`config.mk`:
```
export PLATFORM = sky130hd
export DESIGN_NAME = motion_controller_report_unpacker
export DESIGN_NICKNAME = d
export VERILOG_FILES = /design/src/hdl/mcru_pkg.sv /design/src/hdl/motion_controller_report_unpacker.sv /design/src/hdl/mcru_front.sv /design/src/hdl/mcru_fifo.sv /design/src/hdl/mcru_back.sv
export SDC_FILE = /design/constraint.sdc
export NUM_CORES = 1
export LEC_CHECK = 0
export ABC_CLOCK_PERIOD_IN_PS = 40200
export BUFFER_PORTS_ARGS = -buffer_cell sky130_fd_sc_hd__buf_2
export CAP_MARGIN = 20
export CORE_ASPECT_RATIO = 0.6
export CORE_MARGIN = 2
export CORE_UTILIZATION = 55
export CTS_CLUSTER_DIAMETER = 120
export DETAILED_ROUTE_END_ITERATION = 8
export GPL_ROUTABILITY_DRIVEN = 1
export PLACE_DENSITY = 0.73
export SLEW_MARGIN = 20
export SYNTH_ARGS = -nofsm -noshare
export SYNTH_HDL_FRONTEND = slang
export SYNTH_SLANG_ARGS = --single-unit
export TNS_END_PERCENT = 10
```
`constraint.sdc`:
```
create_clock -name i_clk -period 40.2 [get_ports i_clk]
set_input_delay 8.04 -clock i_clk [delete_from_list [all_inputs] [get_ports i_clk]]
set_output_delay 8.04 -clock i_clk [all_outputs]
set_load 0.005 [all_outputs]
```
`src/hdl/mcru_pkg.sv`:
```
// shared types and constants for the motion controller report unpacker
package mcru_pkg;

    localparam int REPORT_LENGTH_DEF = 49;
    localparam int CAP_DEPTH         = 43;
    localparam int CAP_IDX_W         = $clog2(CAP_DEPTH);
    localparam int FIFO_DEPTH        = 2;
    localparam int FIFO_PTR_W        = $clog2(FIFO_DEPTH);
    localparam int FIFO_CNT_W        = $clog2(FIFO_DEPTH + 1);

    localparam int SEQ_BYTE     = 4;
    localparam int TRIGGER_BYTE = 6;
    localparam int BATTERY_BYTE = 12;
    localparam int ACCEL_BASE   = 13;
    localparam int GYRO_BASE    = 25;
    localparam int HALF_STRIDE  = 6;
    localparam int TEMP_BYTE    = 37;
    localparam int MAG_BYTE     = 38;

    typedef logic [7:0]  t_byte;
    typedef logic [15:0] t_word;
    typedef logic [11:0] t_mag;

    typedef struct packed {
        t_word [1:0][2:0] accel;
        t_word [1:0][2:0] gyro;
        t_mag  [2:0]      mag;
        logic  [3:0]      gap;
        logic  [36:0]     status;
    } t_report;

    typedef struct packed {
        logic full;
        logic empty;
    } t_fifo_status;

    // offset-binary little-endian word to two's complement
    function automatic t_word offset_word(input t_byte lo, input t_byte hi);
        return {~hi[7], hi[6:0], lo};
    endfunction

endpackage

```
`src/hdl/motion_controller_report_unpacker.sv`:
```
// top level: takes one report byte per cycle unless stalled, decoding a report on its last byte
// a report decodes into a two-report queue; its first result is valid once it has passed the
// queue and the output register, and the second follows in the next cycle unless the output
// stalls; sustained rate one byte per cycle while not stalled; results leave at up to one per
// cycle from the queue; input stalls only while the queue holds two reports not yet fully sent
// synchronous active-low reset clears the byte count, sequence history, queue and output valid
module motion_controller_report_unpacker
    import mcru_pkg::*;
#(
    parameter int REPORT_LENGTH = REPORT_LENGTH_DEF
) (
    input  logic               i_clk,
    input  logic               i_rst_n,
    input  logic               i_valid,
    output logic               o_stall,
    input  logic [7:0]         i_report_byte,
    input  logic               i_report_start,
    output logic               o_valid,
    input  logic               i_stall,
    output logic               o_half_index,
    output logic signed [15:0] o_accel_x,
    output logic signed [15:0] o_accel_y,
    output logic signed [15:0] o_accel_z,
    output logic signed [15:0] o_gyro_x,
    output logic signed [15:0] o_gyro_y,
    output logic signed [15:0] o_gyro_z,
    output logic signed [11:0] o_mag_x,
    output logic signed [11:0] o_mag_y,
    output logic signed [11:0] o_mag_z,
    output logic [3:0]         o_sequence_gap,
    output logic [36:0]        o_status_bits
);

    t_fifo_status w_fifo;
    t_report      w_push_report;
    t_report      w_head;
    logic         w_push;
    logic         w_pop;

    mcru_front #(
        .REPORT_LENGTH(REPORT_LENGTH)
    ) u_front (
        .i_clk          (i_clk),
        .i_rst_n        (i_rst_n),
        .i_valid        (i_valid),
        .i_report_byte  (i_report_byte),
        .i_report_start (i_report_start),
        .o_stall        (o_stall),
        .i_fifo         (w_fifo),
        .o_push         (w_push),
        .o_report       (w_push_report)
    );

    mcru_fifo u_fifo (
        .i_clk    (i_clk),
        .i_rst_n  (i_rst_n),
        .i_push   (w_push),
        .i_report (w_push_report),
        .i_pop    (w_pop),
        .o_head   (w_head),
        .o_status (w_fifo)
    );

    mcru_back u_back (
        .i_clk          (i_clk),
        .i_rst_n        (i_rst_n),
        .i_head         (w_head),
        .i_fifo         (w_fifo),
        .o_pop          (w_pop),
        .o_valid        (o_valid),
        .i_stall        (i_stall),
        .o_half_index   (o_half_index),
        .o_accel_x      (o_accel_x),
        .o_accel_y      (o_accel_y),
        .o_accel_z      (o_accel_z),
        .o_gyro_x       (o_gyro_x),
        .o_gyro_y       (o_gyro_y),
        .o_gyro_z       (o_gyro_z),
        .o_mag_x        (o_mag_x),
        .o_mag_y        (o_mag_y),
        .o_mag_z        (o_mag_z),
        .o_sequence_gap (o_sequence_gap),
        .o_status_bits  (o_status_bits)
    );

endmodule

```
`src/hdl/mcru_front.sv`:
```
// byte intake: position count, byte capture, sequence tracking and report decode
module mcru_front
    import mcru_pkg::*;
#(
    parameter int REPORT_LENGTH = REPORT_LENGTH_DEF
) (
    input  logic         i_clk,
    input  logic         i_rst_n,
    input  logic         i_valid,
    input  logic [7:0]   i_report_byte,
    input  logic         i_report_start,
    output logic         o_stall,
    input  t_fifo_status i_fifo,
    output logic         o_push,
    output t_report      o_report
);

    localparam int POS_W = $clog2(REPORT_LENGTH);
    localparam logic [POS_W-1:0] LAST_POS = POS_W'(REPORT_LENGTH - 1);

    logic [POS_W-1:0] r_pos, n_pos;
    logic [3:0]       r_prev_seq, n_prev_seq;
    logic             r_primed, n_primed;
    t_byte            r_cap [CAP_DEPTH];

    logic [POS_W-1:0] w_pos;
    logic             w_accept;
    logic             w_last;
    logic [3:0]       w_seq;
    logic [8:0]       w_buttons;
    logic [11:0]      w_temp;

    assign o_stall  = i_fifo.full;
    assign w_accept = i_valid && !i_fifo.full;
    assign w_pos    = i_report_start ? '0 : r_pos;
    assign w_last   = (w_pos == LAST_POS);
    assign w_seq    = r_cap[SEQ_BYTE][3:0];
    assign o_push   = w_accept && w_last && r_primed;

    always_comb begin
        n_pos      = r_pos;
        n_prev_seq = r_prev_seq;
        n_primed   = r_primed;
        if (w_accept) begin
            n_pos = w_last ? '0 : w_pos + 1'b1;
            if (w_last) begin
                n_prev_seq = w_seq;
                n_primed   = 1'b1;
            end
        end
    end

    always_ff @(posedge i_clk) begin
        if (!i_rst_n) begin
            r_pos      <= '0;
            r_prev_seq <= '0;
            r_primed   <= 1'b0;
        end else begin
            r_pos      <= n_pos;
            r_prev_seq <= n_prev_seq;
            r_primed   <= n_primed;
        end
    end

    always_ff @(posedge i_clk) begin
        if (w_accept && (32'(w_pos) < CAP_DEPTH)) begin
            r_cap[w_pos[CAP_IDX_W-1:0]] <= i_report_byte;
        end
    end

    assign w_buttons = {r_cap[3][4], r_cap[3][3], r_cap[3][0],
                        r_cap[2][7], r_cap[2][6], r_cap[2][5], r_cap[2][4],
                        r_cap[1][3], r_cap[1][0]};
    assign w_temp    = {r_cap[TEMP_BYTE], r_cap[MAG_BYTE][7:4]};

    always_comb begin
        for (int h = 0; h < 2; h++) begin
            for (int i = 0; i < 3; i++) begin
                o_report.accel[h][i] =
                    offset_word(r_cap[ACCEL_BASE + HALF_STRIDE*h + 2*i],
                                r_cap[ACCEL_BASE + HALF_STRIDE*h + 2*i + 1]);
                o_report.gyro[h][i] =
                    offset_word(r_cap[GYRO_BASE + HALF_STRIDE*h + 2*i],
                                r_cap[GYRO_BASE + HALF_STRIDE*h + 2*i + 1]);
            end
        end
        o_report.mag[0] = {r_cap[MAG_BYTE][3:0], r_cap[MAG_BYTE+1]};
        o_report.mag[1] = {r_cap[MAG_BYTE+2], r_cap[MAG_BYTE+3][7:4]};
        o_report.mag[2] = {r_cap[MAG_BYTE+3][3:0], r_cap[MAG_BYTE+4]};
        o_report.gap    = w_seq - r_prev_seq;
        o_report.status = {w_temp, r_cap[BATTERY_BYTE], r_cap[TRIGGER_BYTE], w_buttons};
    end

endmodule

```
`src/hdl/mcru_fifo.sv`:
```
// two-entry queue of decoded reports between intake and result output
module mcru_fifo
    import mcru_pkg::*;
(
    input  logic         i_clk,
    input  logic         i_rst_n,
    input  logic         i_push,
    input  t_report      i_report,
    input  logic         i_pop,
    output t_report      o_head,
    output t_fifo_status o_status
);

    t_report                r_mem [FIFO_DEPTH];
    logic [FIFO_PTR_W-1:0]  r_wr, n_wr;
    logic [FIFO_PTR_W-1:0]  r_rd, n_rd;
    logic [FIFO_CNT_W-1:0]  r_count, n_count;

    assign o_head         = r_mem[r_rd];
    assign o_status.full  = (r_count == FIFO_CNT_W'(FIFO_DEPTH));
    assign o_status.empty = (r_count == '0);

    always_comb begin
        n_wr    = i_push ? r_wr + 1'b1 : r_wr;
        n_rd    = i_pop  ? r_rd + 1'b1 : r_rd;
        n_count = r_count;
        unique case ({i_push, i_pop})
            2'b10:   n_count = r_count + 1'b1;
            2'b01:   n_count = r_count - 1'b1;
            default: n_count = r_count;
        endcase
    end

    always_ff @(posedge i_clk) begin
        if (!i_rst_n) begin
            r_wr    <= '0;
            r_rd    <= '0;
            r_count <= '0;
        end else begin
            r_wr    <= n_wr;
            r_rd    <= n_rd;
            r_count <= n_count;
        end
    end

    always_ff @(posedge i_clk) begin
        if (i_push) begin
            r_mem[r_wr] <= i_report;
        end
    end

endmodule

```
`src/hdl/mcru_back.sv`:
```
// result output: splits each queued report into two half-sample transfers
module mcru_back
    import mcru_pkg::*;
(
    input  logic               i_clk,
    input  logic               i_rst_n,
    input  t_report            i_head,
    input  t_fifo_status       i_fifo,
    output logic               o_pop,
    output logic               o_valid,
    input  logic               i_stall,
    output logic               o_half_index,
    output logic signed [15:0] o_accel_x,
    output logic signed [15:0] o_accel_y,
    output logic signed [15:0] o_accel_z,
    output logic signed [15:0] o_gyro_x,
    output logic signed [15:0] o_gyro_y,
    output logic signed [15:0] o_gyro_z,
    output logic signed [11:0] o_mag_x,
    output logic signed [11:0] o_mag_y,
    output logic signed [11:0] o_mag_z,
    output logic [3:0]         o_sequence_gap,
    output logic [36:0]        o_status_bits
);

    logic             r_valid, n_valid;
    logic             r_half, n_half;
    logic             r_out_half;
    t_word [2:0]      r_accel;
    t_word [2:0]      r_gyro;
    t_mag  [2:0]      r_mag;
    logic [3:0]       r_gap;
    logic [36:0]      r_status;
    logic             w_load;

    assign w_load = !i_fifo.empty && (!r_valid || !i_stall);
    assign o_pop  = w_load && r_half;

    always_comb begin
        n_valid = r_valid;
        n_half  = r_half;
        if (w_load) begin
            n_valid = 1'b1;
            n_half  = ~r_half;
        end else if (!i_stall) begin
            n_valid = 1'b0;
        end
    end

    always_ff @(posedge i_clk) begin
        if (!i_rst_n) begin
            r_valid <= 1'b0;
            r_half  <= 1'b0;
        end else begin
            r_valid <= n_valid;
            r_half  <= n_half;
        end
    end

    always_ff @(posedge i_clk) begin
        if (w_load) begin
            r_out_half <= r_half;
            r_accel    <= i_head.accel[r_half];
            r_gyro     <= i_head.gyro[r_half];
            r_mag      <= i_head.mag;
            r_gap      <= i_head.gap;
            r_status   <= i_head.status;
        end
    end

    assign o_valid        = r_valid;
    assign o_half_index   = r_out_half;
    assign o_accel_x      = signed'(r_accel[0]);
    assign o_accel_y      = signed'(r_accel[1]);
    assign o_accel_z      = signed'(r_accel[2]);
    assign o_gyro_x       = signed'(r_gyro[0]);
    assign o_gyro_y       = signed'(r_gyro[1]);
    assign o_gyro_z       = signed'(r_gyro[2]);
    assign o_mag_x        = signed'(r_mag[0]);
    assign o_mag_y        = signed'(r_mag[1]);
    assign o_mag_z        = signed'(r_mag[2]);
    assign o_sequence_gap = r_gap;
    assign o_status_bits  = r_status;

endmodule

```
==> After elaboration in Yosys (flattened, before gate mapping) <==
Memory sizes are Yosys's and may differ from the RTL's. A register that Yosys moved wholly into a read port is not among the register bits.
Index checks and enable logic that the tools add are counted.
{ "word_totals": {"output_inout_bits": 176, "ff_bits": 191, "ramBits": 882, "inputBits": 13, "n_memories": 2} }
{ "memory_table": {"columns": ["name", "depth", "word_bits", "read_ports", "rd_ports_with_merged_regs", "write_ports", "line_no", "rtl"], "rows": [
  ["u_fifo.r_mem", 2, 269, 1, 1, 1, "mcru_fifo.sv:14", "t_report r_mem [FIFO_DEPTH];"],
  ["u_front.r_cap", 43, 8, 36, 0, 1, "mcru_front.sv:24", "t_byte r_cap [CAP_DEPTH];"]
]} }
{ "classes": {"add_sub_neg": 6, "order_cmp": 2, "n_reduce_logical": 14, "n_bitwise": 13, "mux": 15, "n_eq_ne": 5} }
{ "ops": {"columns": ["op", "count"], "rows": [
  ["2-to-1 mux 48 bit", 4],
  ["inverter 1 bit", 13],
  ["2-to-1 mux 6 bit", 2],
  ["2-to-1 mux 1 bit", 8],
  ["adder 6 x 1 -> 6 bit (second input constant)", 1],
  ["equality test 6 bit (second input constant)", 1],
  ["logical AND 1 bit", 6],
  ["< comparator 6 bit (second input constant)", 1],
  ["equality test 2 bit (second input constant)", 2],
  ["zero test 1 bit", 4],
  ["one-hot mux 2 bit (2 select lines)", 1],
  ["subtractor 4 bit", 1],
  ["adder 1 bit (second input constant)", 2],
  ["adder 2 x 1 -> 2 bit (second input constant)", 1],
  ["equality test 2 x 1 -> 1 bit (second input constant)", 1],
  ["zero test 2 bit", 1],
  ["< comparator 1 x 2 -> 1 bit (second input constant)", 1],
  ["!= test 2 x 1 -> 1 bit (second input constant)", 1],
  ["AND reduction 2 bit", 1],
  ["nonzero test 2 bit", 1],
  ["subtractor 2 x 1 -> 2 bit (second input constant)", 1],
  ["logical OR 1 bit", 1]
]} }

==> Depth between registers and ports, before layout <==
{ "depth": {"word_depth": 7, "mapped_depth": 11, "mapped_depth_nobuf": 10} }

==> Cells and area by module <==
Synthesis repeated with hierarchy kept, for this count alone.
{ "hier_totals": {"cells_unflattened": 1648, "hier_area_um2": 36630.1} }
{ "modules_own_cells": {"columns": ["mod", "cells_per_inst", "instances", "area_each_um2"], "rows": [
  ["mcru_fifo", 859, 1, 20457.1],
  ["mcru_front", 499, 1, 9680.5],
  ["mcru_back", 290, 1, 6492.5]
]} }

==> Worst setup path before layout <==
No wires, ideal clock.
{ "synth_path": {"path_kind": "input to register", "startpoint": "input port i_report_start", "endpoint": "memory u_fifo.r_mem[1][0] (netlist bit), enable pin", "path_buffers": 1, "cell_stages": 7, "path_slack_ns": 18.911, "t_arrival_ns": 20.386, "t_required_ns": 39.297, "cell_sequence": "clkbuf_1 -> nand2b_1 -> ha_1 -> nor3b_1 -> nand4_1 -> or2_2 -> nor2_1"} }
{ "synth_between": {"elab_chain_len": 6} }
{ "synth_lines": {"columns": ["element", "line_no", "rtl"], "rows": [
  ["start: declaration", "motion_controller_report_unpacker.sv:17", "input logic i_report_start,"],
  ["2-to-1 mux 6 bit", "mcru_front.sv:35", "assign w_pos = i_report_start ? '0 : r_pos;"],
  ["equality test 6 bit", "mcru_front.sv:36", "assign w_last = (w_pos == LAST_POS);"],
  ["logical AND 1 bit (2 in series)", "mcru_front.sv:38", "assign o_push = w_accept && w_last && r_primed;"],
  ["2-to-1 mux 1 bit", "mcru_fifo.sv:47", "if (i_push) begin"],
  ["2-to-1 mux 1 bit (implied by the code)", "mcru_fifo.sv:48", "r_mem[r_wr] <= i_report;"],
  ["end: declaration", "mcru_fifo.sv:14", null]
]} }
No other way between the ends.

==> Worst setup path after layout <==
{ "layout_path": {"startpoint": "input port i_report_start", "endpoint": "memory u_fifo.r_mem[0][91] (netlist bit), enable pin"} }
Same word-level chain as after synthesis.

==> reports/results.txt <==
share of synthesized registers carrying an async set or reset - 0
IO Pins - 189
Core Util, Final - 0.634
CP Launch Type - primary input
Post-DRT Antenna Nets - 0
worst min path class - reg2reg
f_max - 88.4 MHz
final hold vios - 0
clock slew at reported path FFs - 60 ps
Leak Pwr - 12.2 nW
hold-fix buffers at CTS - 0
crit path DAT - 11540 ps
final worst path period need - 11310 ps
clock skew - 20.3 ps
mux cell area share after synthesis - 0.0892
first element of the critical path - i_report_start
synthesized area per cell - 24.6 µm²
status - finished clean
VDD IR max - 30.8 µV
most frequent cells in the layout - edfxtp_1, buf_2, mux4_2
H-Tree Depth - 3
cts repair resizes - 0
WHS Path Cells - 0
Total GRT Usage - 0.193
Synth Area in Simple Gates - 0.0149
Die Height - 196 µm
Post-Place Setup Slack - 28230 ps
first-pass GRT wire length - 90500 µm
Die W - 325 µm
share of cells above drive strength 1 - 0.301
Syn Nets - 1398
compound-gate portion of the synthesized area - 0.00435
number of enable flip-flop cells after synthesis - 981
mapped cell area - 33900 µm²
Detailed Route WL - 60800 µm
RSZ-0062 raised after global routing - no
Post-Synth XOR/XNOR Area - 0.00206
Power Density - 50.4 nW/µm²
post-synthesis adder-cell area fraction - 0.00280
Initial Util - 0.557
initial antenna violation count - 4
YS warnings - 0
end point of the critical path - u_fifo.r_mem[0][91]
nature of the critical path endpoint - flop
clk root buf - clkbuf_16
postcts setup bufs - 0
Total Power - 1.95 mW
max-slew violation count - 0
largest family of logic cells by synthesized area - multiplexers
reg2reg start - u_front.r_pos[0]
core area - 61000 µm²
Final setup viols - 0
Critical Path RT - 40430 ps
largest area contributor in the netlist - edfxtp_1
vias post-DR - 14000
Unique masters post-synth - 46
HPWL after DPL - 32600 µm
row cnt - 70
Mapped Cells - 1378
worst r2r path cells - 8
routed vias/inst - 5.54
fin worst setup slack - 28890 ps
synth top area cells - edfxtp_1, mux4_2, mux2_2
CTS max path bufs - 3
Yosys top cell area share - 0.868
number of global-route vias before repair - 14400
setup TNS - 0 ps
#FFs+latches synth - 999
cts bufs inserted - 84
Top FF cell, synth - edfxtp_1
Slew @ Worst Pin - 1080 ps
Worst Setup Path Type - in2reg
Seq/Total Area, Yosys - 0.878
max cap viols - 0
sinks on the clock net - 999
largest fanout on the critical path - 110
Layout area overhead - 13.9%
Pre-antenna DRT Iters - 7
grt ovf - 0
total die area - 63800 µm²
Post-route DRC - 0
Port Buf Inserts - 188
max_slew headroom - 0.280
pin count of the biggest net entering global routing - 186
commonest non-fill, non-tap cell in the layout - edfxtp_1
Worst R2R Setup Slack - 36090 ps
Routability Congestion - 0.781
nets - 1643
Period Utilization, post-route - 0.281
wire length per cell - 24.1 µm
Worst-Skew Late Latency - 630 ps
initial drt markers - 1435
TritonCTS clock tree - done
reg-to-reg endpoint - u_fifo.r_mem[0][91]
[layer usage]
| layer | up-vias | GRT usage | share of wire |
|---|---|---|---|
| met4 | 2 | 0.0538 | 0.020 |
| li1 | 6103 | - | - |
| met2 | 497 | 0.300 | 0.48 |
| met5 | - | 0 | 0.00018 |
| met1 | 7261 | 0.284 | 0.43 |
| met3 | 99 | 0.0396 | 0.064 |
[how the worst min path moves through the flow]
stage                               from                    to  slack, ps
global placement    u_front.r_cap[40][0]   u_fifo.r_mem[1][57]        420
CTS                 u_front.r_cap[19][0]  u_fifo.r_mem[0][221]        430
detailed placement  u_front.r_cap[13][3]  u_fifo.r_mem[1][176]        430
finish              u_front.r_cap[19][2]  u_fifo.r_mem[1][223]        440
floorplan                  u_back.r_half   u_back.o_half_index        410
global route        u_front.r_cap[19][0]  u_fifo.r_mem[1][221]        450
[logic make-up after synthesis]
family,Yosys count
mux,173
flops,999
xor+xnor,8
compound gates,24
buf+inv,65
fa+ha+maj,7
simple gates,102
[power by group]
group | internal, mW | total [mW] | leakage, nW | switching [mW]
clock network | 0.458 | 0.808 | 1.33 | 0.350
logic | 0.000946 | 0.00981 | 1.92 | 0.00887
registers | 1.13 | 1.13 | 8.96 | 0.000228
[critical path, cell delays in order]
cell and delay, ps:
buf_2 220, nor2b_1 110, inv_1 90, ha_1 140
nor3b_1 260, nand4_1 430, or3_1 570, inv_8 630
buf_4 950
[registers in the layout, summed over array words and instances, names as in the netlist, 6 cells and up, named ones only]
signal	count
u_back.o_gyro_x	16
u_back.o_accel_x	16
u_back.o_mag_y	12
u_back.o_gyro_y	16
u_back.o_status_bits	37
u_fifo.r_mem	538
u_front.r_cap	269
u_back.o_mag_x	12
u_back.o_mag_z	12
u_front.r_pos	6
u_back.o_gyro_z	16
u_back.o_accel_y	16
u_back.o_accel_z	16
[synth_stat cells, types with 6 or more instances]
master      n
edfxtp_1  981
mux4_2     96
mux2_2     77
nor2_1     41
inv_1      25
clkbuf_1   20
buf_2      18
dfxtp_1    18
nand2_1    18
a21oi_1     8
nand3_1     8
o21ai_0     7
ha_1        6
[metrics by stage]
step	hold WS, ps	cells	instance area, µm²
after global placement	422	2362	35900
after floorplan	406	1378	33900
after detailed placement	429	2363	35900
final	442	2520	38700
after global routing	448	2518	38700
after CTS	432	2516	38600
[cell type report]
class / instances / area (µm²)
Tap cell: 828 / 1040
Inverter: 25 / 101
Sequential cell: 999 / 29800
Timing Repair Buffer: 199 / 1090
Clock inverter: 46 / 472
Clock buffer: 107 / 2260
Antenna cell: 2 / 5.00
Fill cell: 3972 / 22300
Multi-Input combinational cell: 314 / 3880
(Power assumes the default switching activity.)
